$ cat config.mk
export PLATFORM = sky130hd
export DESIGN_NAME = three_wire_rtc_serial_master
export DESIGN_NICKNAME = d
export VERILOG_FILES = /design/src/rtl/core/twrtc_pkg.sv /design/src/rtl/core/twrtc_front.sv /design/src/rtl/core/twrtc_queue.sv /design/src/rtl/core/twrtc_back.sv /design/src/rtl/core/three_wire_rtc_serial_master.sv
export SDC_FILE = /design/constraint.sdc
export NUM_CORES = 1
export LEC_CHECK = 0
export BUFFER_PORTS_ARGS = -buffer_cell sky130_fd_sc_hd__buf_2
export CAP_MARGIN = 10
export CORE_MARGIN = 3
export CORE_UTILIZATION = 59
export DETAILED_ROUTE_END_ITERATION = 10
export PLACE_DENSITY_LB_ADDON = 0.15
export SYNTH_ARGS = -nofsm -noshare
export SYNTH_HDL_FRONTEND = slang
export SYNTH_SLANG_ARGS = --single-unit
$ cat constraint.sdc
create_clock -name i_clk -period 20.2 [get_ports i_clk]
set_input_delay 4.04 -clock i_clk [delete_from_list [all_inputs] [get_ports i_clk]]
set_output_delay 4.04 -clock i_clk [all_outputs]
set_load 0.01 [all_outputs]
$ cat src/rtl/core/twrtc_pkg.sv
package twrtc_pkg;

    localparam int BURST_BYTES_DEFAULT = 8;
    localparam int QUEUE_DEPTH = 2;
    localparam int LANES = 8;

    localparam logic [7:0] BURST_READ_RESET = 8'd191;
    localparam logic [7:0] BURST_WRITE_RESET = 8'd190;
    localparam logic [7:0] PROTECT_RESET = 8'd142;

    typedef enum logic [1:0] {
        OP_READ     = 2'd0,
        OP_WRITE    = 2'd1,
        OP_CLEAR_WP = 2'd2,
        OP_INVALID  = 2'd3
    } t_opcode;

    typedef enum logic [1:0] {
        CFG_BURST_READ  = 2'd0,
        CFG_BURST_WRITE = 2'd1,
        CFG_PROTECT     = 2'd2,
        CFG_NONE        = 2'd3
    } t_cfg_index;

    typedef enum logic [1:0] {
        PH_IDLE = 2'd0,
        PH_CMD  = 2'd1,
        PH_DATA = 2'd2,
        PH_DONE = 2'd3
    } t_phase;

    typedef struct packed {
        logic        start_ok;
        t_opcode     opcode;
        logic [7:0]  command;
        logic        burst;
        logic [63:0] write_bcd;
        logic        io_in;
    } t_item;

    typedef struct packed {
        logic        chip_enable;
        logic        serial_clock;
        logic        io_out;
        logic        io_drive;
        logic        busy_res;
        logic        done_res;
        logic [63:0] read_bytes;
    } t_result;

    function automatic logic [7:0] to_bcd(input logic [7:0] v);
        logic [15:0] prod;
        logic [4:0]  tens;
        logic [7:0]  ones;
        prod = {8'b0, v} * 16'd205;
        tens = prod[15:11];
        ones = v - ({3'b0, tens} * 8'd10);
        return {tens[3:0], 4'b0} | ones;
    endfunction

    function automatic logic [7:0] from_bcd(input logic [7:0] v);
        return ({4'b0, v[7:4]} * 8'd10) + {4'b0, v[3:0]};
    endfunction

endpackage

$ cat src/rtl/core/twrtc_front.sv
module twrtc_front (
    input  logic                 i_clk,
    input  logic                 i_rst_n,
    input  logic                 i_cfg_valid,
    output logic                 o_cfg_ready,
    input  logic [1:0]           i_cfg_index,
    input  logic [7:0]           i_cfg_data,
    input  logic                 i_start_req,
    input  logic [1:0]           i_opcode,
    input  logic [7:0]           i_command,
    input  logic [63:0]          i_write_bytes,
    input  logic                 i_io_in,
    output twrtc_pkg::t_item     o_item
);
    import twrtc_pkg::*;

    logic [7:0] r_burst_read;
    logic [7:0] r_burst_write;
    logic [7:0] r_protect;
    t_opcode    op;
    logic [63:0] bcd_all;

    assign o_cfg_ready = 1'b1;

    always_ff @(posedge i_clk) begin
        if (!i_rst_n) begin
            r_burst_read  <= BURST_READ_RESET;
            r_burst_write <= BURST_WRITE_RESET;
            r_protect     <= PROTECT_RESET;
        end else if (i_cfg_valid) begin
            unique case (t_cfg_index'(i_cfg_index))
                CFG_BURST_READ:  r_burst_read  <= i_cfg_data;
                CFG_BURST_WRITE: r_burst_write <= i_cfg_data;
                CFG_PROTECT:     r_protect     <= i_cfg_data;
                default: ;
            endcase
        end
    end

    assign op = t_opcode'(i_opcode);

    always_comb begin
        for (int k = 0; k < LANES; k++) begin
            bcd_all[8*k +: 8] = to_bcd(i_write_bytes[8*k +: 8]);
        end
    end

    always_comb begin
        o_item.start_ok = i_start_req && (op != OP_INVALID);
        o_item.opcode   = op;
        o_item.io_in    = i_io_in;
        unique case (op)
            OP_READ: begin
                o_item.command   = i_command;
                o_item.burst     = (i_command == r_burst_read);
                o_item.write_bcd = bcd_all;
            end
            OP_WRITE: begin
                o_item.command   = i_command;
                o_item.burst     = (i_command == r_burst_write);
                o_item.write_bcd = bcd_all;
            end
            OP_CLEAR_WP: begin
                o_item.command   = r_protect;
                o_item.burst     = 1'b0;
                o_item.write_bcd = '0;
            end
            default: begin
                o_item.command   = i_command;
                o_item.burst     = 1'b0;
                o_item.write_bcd = '0;
            end
        endcase
    end

endmodule

$ cat src/rtl/core/twrtc_queue.sv
module twrtc_queue (
    input  logic                 i_clk,
    input  logic                 i_rst_n,
    input  logic                 i_push,
    input  twrtc_pkg::t_item     i_item,
    output logic                 o_not_full,
    input  logic                 i_pop,
    output logic                 o_not_empty,
    output twrtc_pkg::t_item     o_item
);
    import twrtc_pkg::*;

    localparam int PTR_W = (QUEUE_DEPTH > 1) ? $clog2(QUEUE_DEPTH) : 1;
    localparam int CNT_W = $clog2(QUEUE_DEPTH + 1);

    t_item             r_mem [QUEUE_DEPTH];
    logic [PTR_W-1:0]  r_wr_ptr;
    logic [PTR_W-1:0]  r_rd_ptr;
    logic [CNT_W-1:0]  r_count;
    logic [PTR_W-1:0]  n_wr_ptr;
    logic [PTR_W-1:0]  n_rd_ptr;
    logic [CNT_W-1:0]  n_count;

    assign o_not_full  = (r_count != CNT_W'(QUEUE_DEPTH));
    assign o_not_empty = (r_count != '0);
    assign o_item      = r_mem[r_rd_ptr];

    always_comb begin
        n_wr_ptr = r_wr_ptr;
        n_rd_ptr = r_rd_ptr;
        n_count  = r_count;
        if (i_push) begin
            n_wr_ptr = (r_wr_ptr == PTR_W'(QUEUE_DEPTH - 1)) ? '0 : r_wr_ptr + 1'b1;
        end
        if (i_pop) begin
            n_rd_ptr = (r_rd_ptr == PTR_W'(QUEUE_DEPTH - 1)) ? '0 : r_rd_ptr + 1'b1;
        end
        if (i_push && !i_pop) begin
            n_count = r_count + 1'b1;
        end else if (i_pop && !i_push) begin
            n_count = r_count - 1'b1;
        end
    end

    always_ff @(posedge i_clk) begin
        if (i_push) begin
            r_mem[r_wr_ptr] <= i_item;
        end
    end

    always_ff @(posedge i_clk) begin
        if (!i_rst_n) begin
            r_wr_ptr <= '0;
            r_rd_ptr <= '0;
            r_count  <= '0;
        end else begin
            r_wr_ptr <= n_wr_ptr;
            r_rd_ptr <= n_rd_ptr;
            r_count  <= n_count;
        end
    end

endmodule

$ cat src/rtl/core/twrtc_back.sv
module twrtc_back #(
    parameter int BURST_BYTES = twrtc_pkg::BURST_BYTES_DEFAULT
) (
    input  logic                 i_clk,
    input  logic                 i_rst_n,
    input  logic                 i_item_valid,
    input  twrtc_pkg::t_item     i_item,
    output logic                 o_item_pop,
    output logic                 o_valid,
    input  logic                 i_ready,
    output twrtc_pkg::t_result   o_result
);
    import twrtc_pkg::*;

    t_phase      r_phase,        n_phase;
    logic        r_half,         n_half;
    logic [2:0]  r_bit_index,    n_bit_index;
    logic [3:0]  r_byte_index,   n_byte_index;
    logic [7:0]  r_shift,        n_shift;
    logic [7:0]  r_held_command, n_held_command;
    t_opcode     r_held_opcode,  n_held_opcode;
    logic        r_burst,        n_burst;
    logic [63:0] r_held_bcd,     n_held_bcd;
    logic [63:0] r_read_buffer,  n_read_buffer;
    logic        r_out_valid;
    t_result     r_out;
    t_result     pins;
    logic        fire;
    logic [3:0]  byte_count;
    logic [3:0]  next_byte;
    logic [2:0]  cur_lane;
    logic [2:0]  next_lane;
    logic [2:0]  single_lane;

    assign fire       = i_item_valid && (!r_out_valid || i_ready);
    assign o_item_pop = fire;
    assign o_valid    = r_out_valid;
    assign o_result   = r_out;

    assign byte_count  = r_burst ? 4'(BURST_BYTES) : 4'd1;
    assign next_byte   = r_byte_index + 4'd1;
    assign single_lane = (r_held_opcode == OP_WRITE) ? r_held_command[3:1] : 3'd0;
    assign cur_lane    = r_burst ? r_byte_index[2:0] : single_lane;
    assign next_lane   = r_burst ? next_byte[2:0] : single_lane;

    // next state
    always_comb begin
        n_phase        = r_phase;
        n_half         = r_half;
        n_bit_index    = r_bit_index;
        n_byte_index   = r_byte_index;
        n_shift        = r_shift;
        n_held_command = r_held_command;
        n_held_opcode  = r_held_opcode;
        n_burst        = r_burst;
        n_held_bcd     = r_held_bcd;
        n_read_buffer  = r_read_buffer;
        unique case (r_phase)
            PH_IDLE: begin
                if (i_item.start_ok) begin
                    n_held_opcode  = i_item.opcode;
                    n_held_command = i_item.command;
                    n_burst        = i_item.burst;
                    n_held_bcd     = i_item.write_bcd;
                    n_half         = 1'b0;
                    n_bit_index    = '0;
                    n_byte_index   = '0;
                    n_shift        = '0;
                    n_phase        = PH_CMD;
                end
            end
            PH_CMD: begin
                n_half = !r_half;
                if (r_half) begin
                    if (r_bit_index == 3'd7) begin
                        n_bit_index  = '0;
                        n_byte_index = '0;
                        n_phase      = PH_DATA;
                        n_shift      = (r_held_opcode == OP_READ) ? 8'd0 :
                                       r_held_bcd[8*(r_burst ? 3'd0 : single_lane) +: 8];
                    end else begin
                        n_bit_index = r_bit_index + 3'd1;
                    end
                end
            end
            PH_DATA: begin
                n_half = !r_half;
                if (!r_half && r_held_opcode == OP_READ) begin
                    n_shift[r_bit_index] = r_shift[r_bit_index] | i_item.io_in;
                end
                if (r_half) begin
                    if (r_bit_index == 3'd7) begin
                        n_bit_index = '0;
                        if (r_held_opcode == OP_READ) begin
                            n_read_buffer[8*cur_lane +: 8] = from_bcd(r_shift);
                        end
                        n_byte_index = next_byte;
                        if (next_byte >= byte_count) begin
                            n_phase = PH_DONE;
                        end else begin
                            n_shift = (r_held_opcode == OP_READ) ? 8'd0 :
                                      r_held_bcd[8*next_lane +: 8];
                        end
                    end else begin
                        n_bit_index = r_bit_index + 3'd1;
                    end
                end
            end
            PH_DONE: begin
                n_phase      = PH_IDLE;
                n_half       = 1'b0;
                n_bit_index  = '0;
                n_byte_index = '0;
            end
            default: ;
        endcase
    end

    // pin levels for this tick
    always_comb begin
        pins.chip_enable  = 1'b0;
        pins.serial_clock = 1'b0;
        pins.io_out       = 1'b0;
        pins.io_drive     = 1'b1;
        pins.busy_res     = 1'b0;
        pins.done_res     = 1'b0;
        pins.read_bytes   = n_read_buffer;
        unique case (r_phase)
            PH_IDLE: begin
                pins.chip_enable = i_item.start_ok;
                pins.busy_res    = i_item.start_ok;
            end
            PH_CMD: begin
                pins.chip_enable  = 1'b1;
                pins.busy_res     = 1'b1;
                pins.serial_clock = r_half;
                pins.io_out       = r_held_command[r_bit_index];
            end
            PH_DATA: begin
                pins.chip_enable  = 1'b1;
                pins.busy_res     = 1'b1;
                pins.serial_clock = r_half;
                if (r_held_opcode == OP_READ) begin
                    pins.io_drive = 1'b0;
                end else begin
                    pins.io_out = r_shift[r_bit_index];
                end
            end
            PH_DONE: begin
                pins.done_res = 1'b1;
            end
            default: ;
        endcase
    end

    always_ff @(posedge i_clk) begin
        if (!i_rst_n) begin
            r_phase        <= PH_IDLE;
            r_half         <= 1'b0;
            r_bit_index    <= '0;
            r_byte_index   <= '0;
            r_shift        <= '0;
            r_held_command <= '0;
            r_held_opcode  <= OP_READ;
            r_burst        <= 1'b0;
            r_held_bcd     <= '0;
            r_read_buffer  <= '0;
            r_out_valid    <= 1'b0;
        end else begin
            if (fire) begin
                r_phase        <= n_phase;
                r_half         <= n_half;
                r_bit_index    <= n_bit_index;
                r_byte_index   <= n_byte_index;
                r_shift        <= n_shift;
                r_held_command <= n_held_command;
                r_held_opcode  <= n_held_opcode;
                r_burst        <= n_burst;
                r_held_bcd     <= n_held_bcd;
                r_read_buffer  <= n_read_buffer;
                r_out_valid    <= 1'b1;
            end else if (i_ready) begin
                r_out_valid    <= 1'b0;
            end
        end
    end

    always_ff @(posedge i_clk) begin
        if (fire) begin
            r_out <= pins;
        end
    end

    a_done_ce_low: assert property (@(posedge i_clk) disable iff (!i_rst_n)
        r_out_valid && r_out.done_res |-> !r_out.chip_enable)
        else $error("done pulse with chip enable high");

    a_busy_is_ce: assert property (@(posedge i_clk) disable iff (!i_rst_n)
        r_out_valid |-> (r_out.busy_res == r_out.chip_enable))
        else $error("busy and chip enable disagree");

    a_read_released: assert property (@(posedge i_clk) disable iff (!i_rst_n)
        fire && r_phase == PH_DATA && r_held_opcode == OP_READ |=> !r_out.io_drive)
        else $error("data pin driven during read data");

    a_idle_counters: assert property (@(posedge i_clk) disable iff (!i_rst_n)
        r_phase == PH_IDLE |-> (r_bit_index == 3'd0 && !r_half && r_byte_index == 4'd0))
        else $error("bit counters not cleared in idle");

endmodule

$ cat src/rtl/core/three_wire_rtc_serial_master.sv
// three-wire rtc serial master, one input beat per half-bit tick of the link
// input channel: i_valid / o_ready, fields i_start_req, i_opcode, i_command,
//   i_write_bytes, i_io_in; every accepted beat yields exactly one result beat
// output channel: o_valid / i_ready, pin levels o_chip_enable, o_serial_clock,
//   o_io_out, o_io_drive, status o_busy_res, o_done_res and o_read_bytes
// config channel: i_cfg_valid / o_cfg_ready (always high), i_cfg_index selects
//   burst read command, burst write command or protect command; write only
//   while no beats are in flight
// the front stage checks the opcode, matches burst commands and converts write
//   bytes to bcd; a two-entry queue hands beats to the back stage, which runs
//   the link sequencer one tick per beat and holds the result in a register
// an accepted beat is written into the queue, and the back stage moves it into
//   the result register, where o_valid marks it, once that register is free
// throughput: one beat per cycle while the receiver keeps i_ready high
// when i_ready is low the result register holds, the queue fills and o_ready
//   then drops until the receiver takes a result
// reset clears the sequencer to idle, the read buffer to zero, the config
//   registers to their defaults and empties the queue
module three_wire_rtc_serial_master #(
    parameter int BURST_BYTES = twrtc_pkg::BURST_BYTES_DEFAULT
) (
    input  logic        i_clk,
    input  logic        i_rst_n,
    input  logic        i_valid,
    output logic        o_ready,
    input  logic        i_start_req,
    input  logic [1:0]  i_opcode,
    input  logic [7:0]  i_command,
    input  logic [63:0] i_write_bytes,
    input  logic        i_io_in,
    output logic        o_valid,
    input  logic        i_ready,
    output logic        o_chip_enable,
    output logic        o_serial_clock,
    output logic        o_io_out,
    output logic        o_io_drive,
    output logic        o_busy_res,
    output logic        o_done_res,
    output logic [63:0] o_read_bytes,
    input  logic        i_cfg_valid,
    output logic        o_cfg_ready,
    input  logic [1:0]  i_cfg_index,
    input  logic [7:0]  i_cfg_data
);
    import twrtc_pkg::*;

    t_item   front_item;
    t_item   queue_item;
    t_result result;
    logic    q_not_full;
    logic    q_not_empty;
    logic    q_pop;

    assign o_ready = q_not_full;

    twrtc_front u_front (
        .i_clk         (i_clk),
        .i_rst_n       (i_rst_n),
        .i_cfg_valid   (i_cfg_valid),
        .o_cfg_ready   (o_cfg_ready),
        .i_cfg_index   (i_cfg_index),
        .i_cfg_data    (i_cfg_data),
        .i_start_req   (i_start_req),
        .i_opcode      (i_opcode),
        .i_command     (i_command),
        .i_write_bytes (i_write_bytes),
        .i_io_in       (i_io_in),
        .o_item        (front_item)
    );

    twrtc_queue u_queue (
        .i_clk       (i_clk),
        .i_rst_n     (i_rst_n),
        .i_push      (i_valid && q_not_full),
        .i_item      (front_item),
        .o_not_full  (q_not_full),
        .i_pop       (q_pop),
        .o_not_empty (q_not_empty),
        .o_item      (queue_item)
    );

    twrtc_back #(
        .BURST_BYTES (BURST_BYTES)
    ) u_back (
        .i_clk        (i_clk),
        .i_rst_n      (i_rst_n),
        .i_item_valid (q_not_empty),
        .i_item       (queue_item),
        .o_item_pop   (q_pop),
        .o_valid      (o_valid),
        .i_ready      (i_ready),
        .o_result     (result)
    );

    assign o_chip_enable  = result.chip_enable;
    assign o_serial_clock = result.serial_clock;
    assign o_io_out       = result.io_out;
    assign o_io_drive     = result.io_drive;
    assign o_busy_res     = result.busy_res;
    assign o_done_res     = result.done_res;
    assign o_read_bytes   = result.read_bytes;

endmodule
==> results of run 1 <==
-- cell usage in the layout (no fill, tap or decap), types with 8 or more instances in the layout --
| master | count |
|---|---|
| a211oi_1 | 11 |
| a21boi_0 | 24 |
| a21o_1 | 43 |
| a21oi_1 | 87 |
| a221oi_1 | 12 |
| a31oi_1 | 15 |
| and2_1 | 24 |
| and3_1 | 8 |
| buf_2 | 161 |
| buf_4 | 15 |
| bufinv_16 | 8 |
| clkbuf_16 | 45 |
| clkinv_2 | 8 |
| dfxtp_1 | 186 |
| edfxtp_1 | 223 |
| fa_1 | 90 |
| ha_1 | 469 |
| inv_1 | 231 |
| mux2_2 | 45 |
| mux2i_1 | 122 |
| nand2_1 | 321 |
| nand2b_1 | 40 |
| nand3_1 | 66 |
| nand4_1 | 8 |
| nor2_1 | 120 |
| nor2b_1 | 62 |
| nor3_1 | 22 |
| nor3b_1 | 17 |
| o211a_1 | 90 |
| o21a_1 | 15 |
| o21ai_0 | 93 |
| o21ba_2 | 15 |
| o21bai_1 | 12 |
| xnor2_1 | 64 |
| xor2_1 | 88 |
-- state kept, by name, indices dropped and copies added, names as in the netlist, 2 cells and up, named ones only --
signal	flops
u_back.r_held_command	8
u_queue.r_mem	154
u_back.o_result	69
u_back.r_byte_index	4
u_front.r_burst_write	8
u_front.r_burst_read	8
u_back.r_held_opcode	2
u_queue.r_count	2
u_back.r_bit_index	3
u_back.r_phase	2
u_back.r_shift	8
u_back.r_held_bcd	64
u_back.r_read_buffer	64
u_front.r_protect	8
-- cell type report --
cell class / instances / area, µm²
Clock buffer: 55 / 1190
Inverter: 232 / 872
Clock inverter: 23 / 319
Tap cell: 664 / 831
Sequential cell: 410 / 10400
Antenna cell: 1 / 2.50
Timing Repair Buffer: 176 / 918
Fill cell: 3986 / 16800
Multi-Input combinational cell: 2080 / 17700
-- power breakdown --
part           total (mW)  internal [mW]  switching, mW
registers            1.41           1.26          0.149
logic                2.59           1.12           1.46
clock network       0.829          0.517          0.312
total                4.82           2.90           1.92
-- worst max-delay path: stages --
cell,delay (ns)
buf_2,0.16
ha_1,0.34
xor2_1,0.17
ha_1,0.30
fa_1,0.52
inv_1,0.06
fa_1,0.53
inv_1,0.05
ha_1,0.22
a2111oi_0,0.47
o21ai_0,0.26
a211o_1,0.36
nand3_1,0.11
and3b_1,0.21
nor2_1,0.07
ha_1,0.31
ha_1,0.21
inv_1,0.07
fa_1,0.41
ha_1,0.32
o21ai_0,0.11
o21bai_1,0.15
a21oi_1,0.10
xnor2_1,0.21
a31oi_1,0.12
o21a_1,0.16
-- cells in the mapped netlist, types with 62 or more instances --
cell / number / area, µm²
a21oi_1: 87 / 435
clkbuf_1: 88 / 330
dfxtp_1: 187 / 3740
edfxtp_1: 223 / 6700
fa_1: 90 / 1800
ha_1: 469 / 5870
inv_1: 231 / 867
mux2i_1: 122 / 1220
nand2_1: 321 / 1200
nand3_1: 66 / 330
nor2_1: 122 / 458
nor2b_1: 62 / 388
o211a_1: 90 / 901
o21ai_0: 94 / 470
xnor2_1: 64 / 561
xor2_1: 88 / 771
-- final timing paths --
path	from	to	slack, ns	cells after the start
max	i_write_bytes[18]	u_queue.r_mem[1][24]$_DFFE_PP_	10.45	26
min	u_back.r_read_buffer[28]$_SDFFE_PN0P_	u_back.r_read_buffer[28]$_SDFFE_PN0P_	0.47	2
max reg2reg	u_back.r_held_opcode[0]$_SDFFE_PN0P_	u_back.r_read_buffer[17]$_SDFFE_PN0P_	16.20	10
min reg2reg	u_back.r_read_buffer[28]$_SDFFE_PN0P_	u_back.r_read_buffer[28]$_SDFFE_PN0P_	0.47	2
-- layer usage --
layer / up-vias / part of all wire / wire length, µm / global-route usage
met1: 10013 / 0.44 / 27600 / 0.308
met3: 94 / 0.035 / 2200 / 0.0256
met5: - / 0 / 0 / 0
li1: 10221 / - / - / -
met2: 408 / 0.50 / 30800 / 0.416
met4: 0 / 0.023 / 1440 / 0.0578
-- metrics by stage --
stage                     std cells  hold slack (ns)   util  power (mW)  area (µm²)
after floorplan                2832            0.440      -        3.37       29400
after global placement         3562            0.448  0.627        3.89       30800
after detailed placement       3562            0.455  0.627        4.01       30800
after CTS                      3640            0.467  0.658        4.86       32300
after global routing           3641            0.495  0.658        5.27       32300
final                          3641            0.465  0.658        4.82       32300
-- cells by family (layout without fill, tap and decap cells) --
logic type,Yosys count,in the layout,synth area share
simple gates,728,728,0.117
other cells,1,2,0.000127
compound gates,466,466,0.113
buf+inv,342,486,0.0444
flops,410,410,0.355
mux,174,174,0.0641
xor+xnor,152,152,0.0453
fa+ha+maj,559,559,0.261
==> out/qor.yml, run 1 <==
pwr:
  p_per_area_nw_per_um2: 149
  p_leak_nw: 15.4
  ir_worst_vdd_mv: 0.0826
clock_tree:
  cts_max_level: 2
  clk_pin_slew_ns: 0.06
  cts.path.max_buffers: 3
  post_cts_buffers: 0
  cts_made_buffers: 42
  cts_resized: 0
  clk_root_buffer_cell: "clkbuf_16"
  holdBufCountCts: 0
  clk_latency_ns: 0.53
  cts_tree: "done"
  cts.sinks: 410
floorplanning:
  io_pins: 164
  rows: 81
  initial_core_util: 0.600
  dieWidth_um: 229
  die_area_um2: 52600
  core-area_um2: 49100
  die_h_um: 229
finish:
  drive_gt1_frac: 0.109
  area_delta_synth_final_pct: 9.76
  nets: 3592
timing:
  relSlewSlack: 0.313
  fmax_mhz: 103
  skew_ns: 0.0158
  setup_ws_ns: 10.45
  rsz0062_at_grt: "no"
  tightest_slew_ns: 1.03
  final-setup-viol-count: 0
  period_share: 0.483
  finalSetupTns_ns: 0
  period_minus_slack_ns: 9.75
  drv_slew: 0
  hold_viol_final: 0
global_routing:
  antenna_found_initial: 1
  grt_usage: 0.235
  grt_pass1_wl_um: 103000
  grt_pass1_vias: 20962
  gr-total-overflow: 0
  grt_max_degree: 97
worst_setup_path:
  timing_worst_setup_path_type: "primary input to register"
  start_kind: "primary input"
  crit_required_ns: 20.47
  arrival_ns: 10.02
  cp_max_fo: 6
  end_kind: "register"
drt:
  ant_nets: 0
  drtIter0Drc: 1121
  post_drt_via_cell_ratio: 5.70
  dr_total_vias: 20736
  routedWlPerCell_um: 17.1
  wl_um: 62100
  drc: 0
  dr.pass1.iters: 5
yosys:
  synth-seq-cells: 410
  synth.avg_cell_area_um2: 10.4
  synth_area_um2: 29400
  syn-instance-count: 2832
  async_reset_ff_frac: 0
  synth-edff-count: 223
  syn_nets: 3482
  synth_cell_types: 70
  synthFlopType: "edfxtp_1"
  ys_seq_area_frac: 0.355
  yosysWarnings: 0
flow_run:
  drv_cap: 0
placed_design:
  port_buffers: 162
  place_congestion: 0.922
  dp_hpwl_um: 46900
  pre_cts_slack_ns: 9.90
run_status:
  status: "finished, final reports clean"
min_path:
  hold_path.class: "register to register"
(Power assumes the default switching activity.)
==> inputs of run 2 (changes only) <==
clock period = 10.1 ns   (was 20.2 ns; I/O delays follow)
==> out/qor.yml, run 2 (synthesis gave the netlist of run 1 again) <==
run_status:
  status: "finished, final reports clean"
drt:
  dr_total_vias: 20730  # -0.029%
  drc: 0  # unchanged
  dr.pass1.iters: 5  # unchanged
  drtIter0Drc: 1352  # +21%
  routedWlPerCell_um: 17.0  # -0.62%
  post_drt_via_cell_ratio: 5.69  # about the same
  wl_um: 61700  # -0.59%
  ant_nets: 0  # unchanged
worst_setup_path:
  crit_required_ns: 10.41  # -10.06 ns
  arrival_ns: 8.21  # -1.81 ns
  crit_path_top_delay_cell: "fa_1"
  crit_path_frequent_cell: "ha_1"
  r2r-end: "u_back.r_read_buffer[54]$_SDFFE_PN0P_"
  timing_worst_setup_path_type: "primary input to register"
  r2r-start: "u_back.r_held_opcode[1]$_SDFFE_PN0P_"
  rr_worst_depth: 11  # +1
  r2r_slack_ns: 6.11  # -10.09 ns
  start_kind: "primary input"
  cpPeakStageDelay_ns: 0.53  # about the same
  cp_max_fo: 5  # -1
  end_kind: "register"
finish:
  drive_gt1_frac: 0.109  # -0.000373
  layout_commonest_cell: "ha_1"
  fillerInstances: 3959  # -0.68%
  area_delta_synth_final_pct: 9.54
  largest-register: "u_queue.r_mem"
  largest_register_ffs: 154  # unchanged
  layout_common_cells: "469 x ha_1, 321 x nand2_1, 231 x inv_1"
  nets: 3593  # +0.028%
timing:
  period_minus_slack_ns: 7.91
  relSlewSlack: 0.254  # -0.0591
  setup_ws_ns: 2.19  # -8.25 ns
  final-setup-viol-count: 0  # unchanged
  period_share: 0.783
  drv_slew: 0  # unchanged
  skew_ns: 0.0132  # -0.00268 ns
  rsz0062_at_grt: "no"
  hold_viol_final: 0  # unchanged
  finalSetupTns_ns: 0  # unchanged
  tightest_slew_ns: 1.12  # +0.0908 ns
  fmax_mhz: 126
placed_design:
  pre_cts_slack_ns: 1.64  # -8.26 ns
  dp_hpwl_um: 46600  # -0.65%
  port_buffers: 162  # unchanged
  place_congestion: 0.915  # -0.71%
global_routing:
  grt_pass1_wl_um: 103000  # -0.26%
  grt_usage: 0.232  # -0.00202
  grt_pass1_vias: 21045  # +0.40%
  antenna_found_initial: 1  # unchanged
  gr-total-overflow: 0  # unchanged
  grt_max_degree: 117  # +21%
floorplanning:
  initial_core_util: 0.600  # unchanged
  dieWidth_um: 229  # unchanged
  die_area_um2: 52600  # unchanged
  rows: 81  # unchanged
  die_h_um: 229  # unchanged
  io_pins: 164  # unchanged
  core-area_um2: 49100  # unchanged
clock_tree:
  cts_max_level: 2  # unchanged
  holdBufCountCts: 0  # unchanged
  clk_latency_ns: 0.53  # about the same
  post_cts_buffers: 0  # unchanged
  cts_resized: 0  # unchanged
  cts_tree: "done"
  clk_pin_slew_ns: 0.06  # about the same
  clk_root_buffer_cell: "clkbuf_16"
  cts.sinks: 410  # unchanged
  cts.path.max_buffers: 3  # unchanged
  cts_made_buffers: 43  # +2.4%
pwr:
  p_per_area_nw_per_um2: 298  # +99%
  ir_worst_vdd_mv: 0.153  # +85%
  p_leak_nw: 15.4  # -0.18%
min_path:
  hold_path.class: "register to register"
  worstHoldStart: "u_back.r_read_buffer[3]$_SDFFE_PN0P_"
  hold_depth: 2  # unchanged
  holdPathEnd: "u_back.r_read_buffer[3]$_SDFFE_PN0P_"
flow_run:
  drv_cap: 0  # unchanged
==> run 2: cell types whose count changed in the layout (fill, tap and decap cells not counted), sizes merged <==
cell    previous run  this run
bufinv             8         5
clkbuf            55        56
clkinv            15        16
inv              231       233
==> run 2: area by class of cell <==
class | instances | area (µm²) | share of cell area
timing repair buffer | 176 | 918 | 0.0285
inverter | 232 | 872 | 0.0271
clock buffer | 56 | 1200 | 0.0372
tap | 664 | 831 | 0.0258
sequential | 410 | 10400 | 0.324
clock inverter | 23 | 246 | 0.00765
multi-input combinational | 2080 | 17700 | 0.550
antenna | 1 | 2.50 | 0.0000777
==> run 2: worst max-delay path: cells and delay by family <==
kind	cells	cell delay, ns
xor gates and xnor gates	3	0.64
buffers and inverters	5	0.42
adders and majority gates	9	3.10
AOI/OAI and AO/OA	7	1.58
and+or+nand+nor	3	0.43
==> run 2: how the worst max path moves through the flow <==
stage	startpoint	end	slack (ns)	cells past startpoint
2_1_floorplan	i_write_bytes[57]	u_queue.r_mem[0][64]$_DFFE_PP_	2.52	26
3_3_place_gp	i_write_bytes[57]	u_queue.r_mem[0][64]$_DFFE_PP_	1.86	27
3_5_place_dp	i_write_bytes[57]	u_queue.r_mem[1][64]$_DFFE_PP_	1.64	27
4_1_cts	i_write_bytes[57]	u_queue.r_mem[1][64]$_DFFE_PP_	2.17	27
5_1_grt	i_write_bytes[57]	u_queue.r_mem[1][64]$_DFFE_PP_	1.75	27
6_report	i_write_bytes[57]	u_queue.r_mem[1][64]$_DFFE_PP_	2.19	27
==> run 2: stage by stage <==
step	area, µm²	total power [mW]	cells	utilization	hold WS (ns)
2_1_floorplan	29400	6.74	2832	-	0.440
3_3_place_gp	30800	7.78	3562	0.627	0.448
3_5_place_dp	30800	8.03	3562	0.627	0.456
4_1_cts	32200	9.67	3641	0.657	0.469
5_1_grt	32200	10.5	3642	0.657	0.493
6_report	32200	9.60	3642	0.657	0.468
==> run 2: power by group <==
| group | internal, mW | switching [mW] | leakage [nW] | total [mW] |
|---|---|---|---|---|
| Combinational | 2.25 | 2.94 | 11.0 | 5.19 |
| Clock | 0.966 | 0.630 | 0.710 | 1.60 |
| Sequential | 2.52 | 0.297 | 3.67 | 2.82 |
==> run 2: per-layer routing <==
metal	up-vias	routed length, µm	track usage
li1	10216	-	-
met1	9986	27200	0.303
met2	445	30800	0.416
met3	83	2500	0.0261
met4	0	1250	0.0527
met5	-	0	0
